## config.mk

```make
export PLATFORM = sky130hd
export DESIGN_NAME = micp_ctrl
export DESIGN_NICKNAME = d
export VERILOG_FILES = /design/src/rtl/micp_pkg.sv /design/src/rtl/micp_ctrl.sv
export SDC_FILE = /design/constraint.sdc
export NUM_CORES = 1
export LEC_CHECK = 0
export BUFFER_PORTS_ARGS = -buffer_cell sky130_fd_sc_hd__buf_2
export CAP_MARGIN = 20
export CORE_AREA = 2 2 39 41
export DETAILED_ROUTE_END_ITERATION = 8
export DIE_AREA = 0 0 41 43
export GPL_TIMING_DRIVEN = 0
export PLACE_DENSITY = 0.47
export SYNTH_ARGS = -nofsm -noshare
export SYNTH_HDL_FRONTEND = slang
export SYNTH_SLANG_ARGS = --single-unit
```

## constraint.sdc

```tcl
create_clock -name clk -period 0.93 [get_ports clk]
set_input_delay 0 -clock clk [delete_from_list [all_inputs] [get_ports clk]]
set_output_delay 0 -clock clk [all_outputs]
set_load 0.02 [all_outputs]
```

## src/rtl/micp_pkg.sv

```systemverilog
// Shared constants and control/status types for the interval coverage block.
`default_nettype none
package micp_pkg;

  localparam int unsigned MICP_VALUE_RANGE   = 1024;
  localparam int unsigned MICP_MAX_INTERVALS = 65535;
  localparam int unsigned MICP_TALLY_CAP     = 65535;

  localparam int unsigned MICP_COORD_W = 10;
  localparam int unsigned MICP_COUNT_W = 16;
  localparam int unsigned MICP_DIFF_W  = 17;

  // controller -> datapath
  typedef struct packed {
    logic accept;    // request taken this cycle
    logic inc;       // +1 at start, fetch end+1
    logic dec;       // -1 at end+1
    logic clr;       // post-reset clearing pass
    logic scan;      // prefix-sum walk, zeroing as it goes
    logic out_load;  // move best into the output register
  } micp_cmd_t;

  // datapath -> controller
  typedef struct packed {
    logic idx_last;
    logic item_last;
    logic out_free;
  } micp_sts_t;

endpackage
`default_nettype wire

```

## src/rtl/micp_ctrl.sv

```systemverilog
// Sequencer for request updates, the coverage scan and the clearing pass.
`default_nettype none
module micp_ctrl
  import micp_pkg::*;
(
  input  wire logic      clk,
  input  wire logic      rst,
  input  wire logic      in_valid,
  output logic           in_stall,
  input  wire micp_sts_t sts,
  output micp_cmd_t      cmd
);

  typedef enum logic [2:0] {
    ST_CLEAR,
    ST_IDLE,
    ST_INC,
    ST_DEC,
    ST_SCAN,
    ST_DRAIN,
    ST_DONE
  } state_t;

  state_t state;

  always_ff @(posedge clk) begin
    if (rst) begin
      state <= ST_CLEAR;
    end else begin
      case (state)
        ST_CLEAR: begin
          if (sts.idx_last) state <= ST_IDLE;
        end
        ST_IDLE: begin
          if (in_valid) state <= ST_INC;
        end
        ST_INC: begin
          state <= ST_DEC;
        end
        ST_DEC: begin
          state <= sts.item_last ? ST_SCAN : ST_IDLE;
        end
        ST_SCAN: begin
          if (sts.idx_last) state <= ST_DRAIN;
        end
        ST_DRAIN: begin
          state <= ST_DONE;
        end
        ST_DONE: begin
          if (sts.out_free) state <= ST_IDLE;
        end
        default: begin
          state <= ST_CLEAR;
        end
      endcase
    end
  end

  assign in_stall = (state != ST_IDLE);

  always_comb begin
    cmd          = '0;
    cmd.accept   = (state == ST_IDLE) && in_valid;
    cmd.inc      = (state == ST_INC);
    cmd.dec      = (state == ST_DEC);
    cmd.clr      = (state == ST_CLEAR);
    cmd.scan     = (state == ST_SCAN);
    cmd.out_load = (state == ST_DONE) && sts.out_free;
  end

endmodule
`default_nettype wire

```

==> flow_metrics.tcl <==
set metrics [dict create \
    status "finished with violations" \
    violations "negative setup slack" \
    place_inst 57 \
    wl_per_cell_um 9.29 \
    final_cell_mix "buf_2, buf_4, buf_6" \
    hold_path.class "in -> reg" \
    core_area_um2 1380 \
    ff_latch_area_um2 65.1 \
    met3_length_um 16 \
    place_area_um2 315 \
    cts.clk_slew.worst_paths_ps 40 \
    grt_setup_unrepaired "yes" \
    wl_met1_um 231 \
    crit_fanout 5 \
    ios 13 \
    critPathRequiredTime_ps 930 \
    finalSetupViolations 10 \
    rr_worst_depth 5 \
    final_net_count 56 \
    htree_levels 1 \
    grt_pass1_vias 261 \
    arrival_ps 1070 \
    synth.distinct_cells 20 \
    period_needed_ps 1070 \
    largest_reg_flops 3 \
    worst_slack_ps -137 \
    p_int_mw 0.505 \
    leakage_nw 0.181 \
    drcViolationCount 0 \
    endpoint_kind "primary output" \
    dp_hpwl_um 435 \
    worst-slew-pin-transition_ps 270 \
    n_antenna_cell 0 \
    drv_slew 0 \
    max-cap-violations 0 \
    crit_path_start_kind "flip-flop" \
    r2r_start "state[2]$_SDFFE_PP0P_" \
    pwr-share-comb_pct 49.0 \
    ant_nets 0 \
    largestRegisters "state x3" \
    dr.max_layer_used "met3" \
    clock_power_share_pct 28.2 \
    ys_warn_count 0 \
    cts_buffers 3 \
    synth_top_area_share_pct 28.2 \
    largest-register "state" \
    grt_overflow 0 \
    synth_cells 29 \
    dr_wl_met2_um 356 \
    p_switching_mw 0.307 \
    root_buffer "clkbuf_4" \
    r2r_end "state[0]$_SDFFE_PP0P_" \
    min_to "state[2]$_SDFFE_PP0P_" \
    pwr_density_cell_nw_per_um2 1920 \
    slew_headroom_pct 82.0 \
    drt_iter0_drc 0 \
    drive_gt1_share_pct 57.1 \
    power.total_mw 0.812 \
    rows 14 \
    fmax_mhz 937 \
    cts_buffer_depth 2 \
    ys_seq_area_share_pct 28.2 \
    syn_nets 35 \
    gp_congestion 0.688 \
    hold_depth 3 \
    port_buffers 12 \
    grt_max_degree 11 \
    netlist_area_um2 213 \
    vias 278 \
    gr-usage-all-layers_pct 8.22 \
    yosys.area.top_type "dfxtp_1" \
    first_pass_iters 1 \
    routed_wl_um 604 \
    ys_ff_latch 3 \
    cts_tree "yes" \
    final_cells 65 \
    cts_sinks 3 \
    design_area_um2 422 \
    die_w_um 41 \
    dieArea_um2 1760 \
    r2r_setup_slack_ps -130 \
    finalHoldViolCount 0 \
    switching_share_pct 37.8 \
    start_util_pct 15.4 \
    syn_to_final_growth_pct 98.2 \
    hold_start "sts[1]" \
    multi_input_area_um2 169 \
    antenna_found_initial 0 \
    fillers 150 \
    clock_latency_ps 230 \
    grt_pass1_wl_um 966 \
    worst-setup-path-type "reg -> out" \
    synthTopCellsByArea "dfxtp_1, nor3b_2, buf_6, nand2_1, nor2_1" \
    avgSynthCellArea_um2 7.33 \
    min_period_over_period_pct 115 \
    ir_drop_uv 463 \
    vias_per_cell 4.28 \
    die_height_um 43 \
    layout_commonest_cell "buf_2" \
    p_seq_share_pct 22.8 \
    skew_ps 5.59 \
]
-- critical path: stages, from the launching register on --
cell and delay [ps]:
dfxtp_1 350, buf_6 130, nor3b_4 200, buf_6 140
-- cell usage after synthesis, drive strengths merged --
| master | instances |
|---|---|
| o32ai | 1 |
| a21oi | 2 |
| buf | 2 |
| nand2b | 1 |
| and3 | 1 |
| or3 | 1 |
| o21ai | 3 |
| nand2 | 3 |
| nor2b | 1 |
| o31ai | 1 |
| a22oi | 1 |
| nor2 | 4 |
| inv | 1 |
| nor3 | 2 |
| nor3b | 2 |
| dfxtp | 3 |
-- layout make-up --
cell class              count  share of cell area (%)
repair buffers             16                    27.3
inverters                   1                   0.890
flip-flops and latches      3                    15.4
clock buffers               4                    6.23
plain buffers               2                    5.34
multi-input cells          23                    40.1
well taps                  16                    4.75
-- routing by layer --
| layer | vias up | global-route usage, % |
|---|---|---|
| met5 | - | 0 |
| met4 | 0 | 8.00 |
| met3 | 0 | 1.57 |
| met2 | 3 | 13.8 |
| met1 | 131 | 7.35 |
| li1 | 144 | - |
-- worst max-delay path by stage --
stage / startpoint / to / slack (ps) / cells after the start
2_1_floorplan: state[2]$_SDFFE_PP0P_ / state[0]$_SDFFE_PP0P_ / -110 / 5
3_3_place_gp: state[2]$_SDFFE_PP0P_ / state[0]$_SDFFE_PP0P_ / -110 / 5
3_5_place_dp: state[2]$_SDFFE_PP0P_ / state[0]$_SDFFE_PP0P_ / -120 / 5
4_1_cts: state[2]$_SDFFE_PP0P_ / state[0]$_SDFFE_PP0P_ / -140 / 5
5_1_grt: state[2]$_SDFFE_PP0P_ / state[0]$_SDFFE_PP0P_ / -200 / 5
6_report: state[0]$_SDFFE_PP0P_ / cmd[3] / -140 / 3
-- stage by stage --
| stage | setup slack [ps] | hold WS, ps | TNS [ps] | util [%] |
|---|---|---|---|---|
| 6_report | -137 | 77.5 | -847 | 30.5 |
| 5_1_grt | -203 | 96.1 | -1420 | 30.5 |
| 4_1_cts | -139 | 76.2 | -878 | 28.4 |
| 3_5_place_dp | -120 | 213 | -270 | 22.8 |
| 3_3_place_gp | -112 | 209 | -243 | 22.8 |
| 2_1_floorplan | -108 | 71.8 | -287 | - |
-- power by group through the flow --
| stage | Clock, mW | Combinational [mW] | Sequential [mW] |
|---|---|---|---|
| 6_report | 0.229 | 0.398 | 0.185 |
| 5_1_grt | 0.255 | 0.428 | 0.191 |
| 4_1_cts | 0.231 | 0.360 | 0.181 |
| 3_5_place_dp | 0 | 0.323 | 0.178 |
| 3_3_place_gp | 0 | 0.320 | 0.177 |
| 2_1_floorplan | 0 | 0.242 | 0.173 |
-- timing repair --
action | CTS | global route
hold endpoints to repair | 2 | 0
resized for setup | 10 | 4
pin swaps | 0 | 0
gates cloned | 0 | 1
endpoints found under the setup margin | 10 | 10
hold buffers | 2 | 0
buffers inserted | 0 | 1
-- logic make-up (layout without fill, tap and decap cells) --
| kind of cell | count (synthesis) | after routing | synth area share, % |
|---|---|---|---|
| AO/OA/AOI/OAI | 8 | 8 | 22.9 |
| buffers and inverters | 3 | 23 | 9.41 |
| flip-flops | 3 | 3 | 28.2 |
| AND/OR/NAND/NOR | 15 | 15 | 39.4 |
Note: power is estimated with default switching activity, not from simulation.
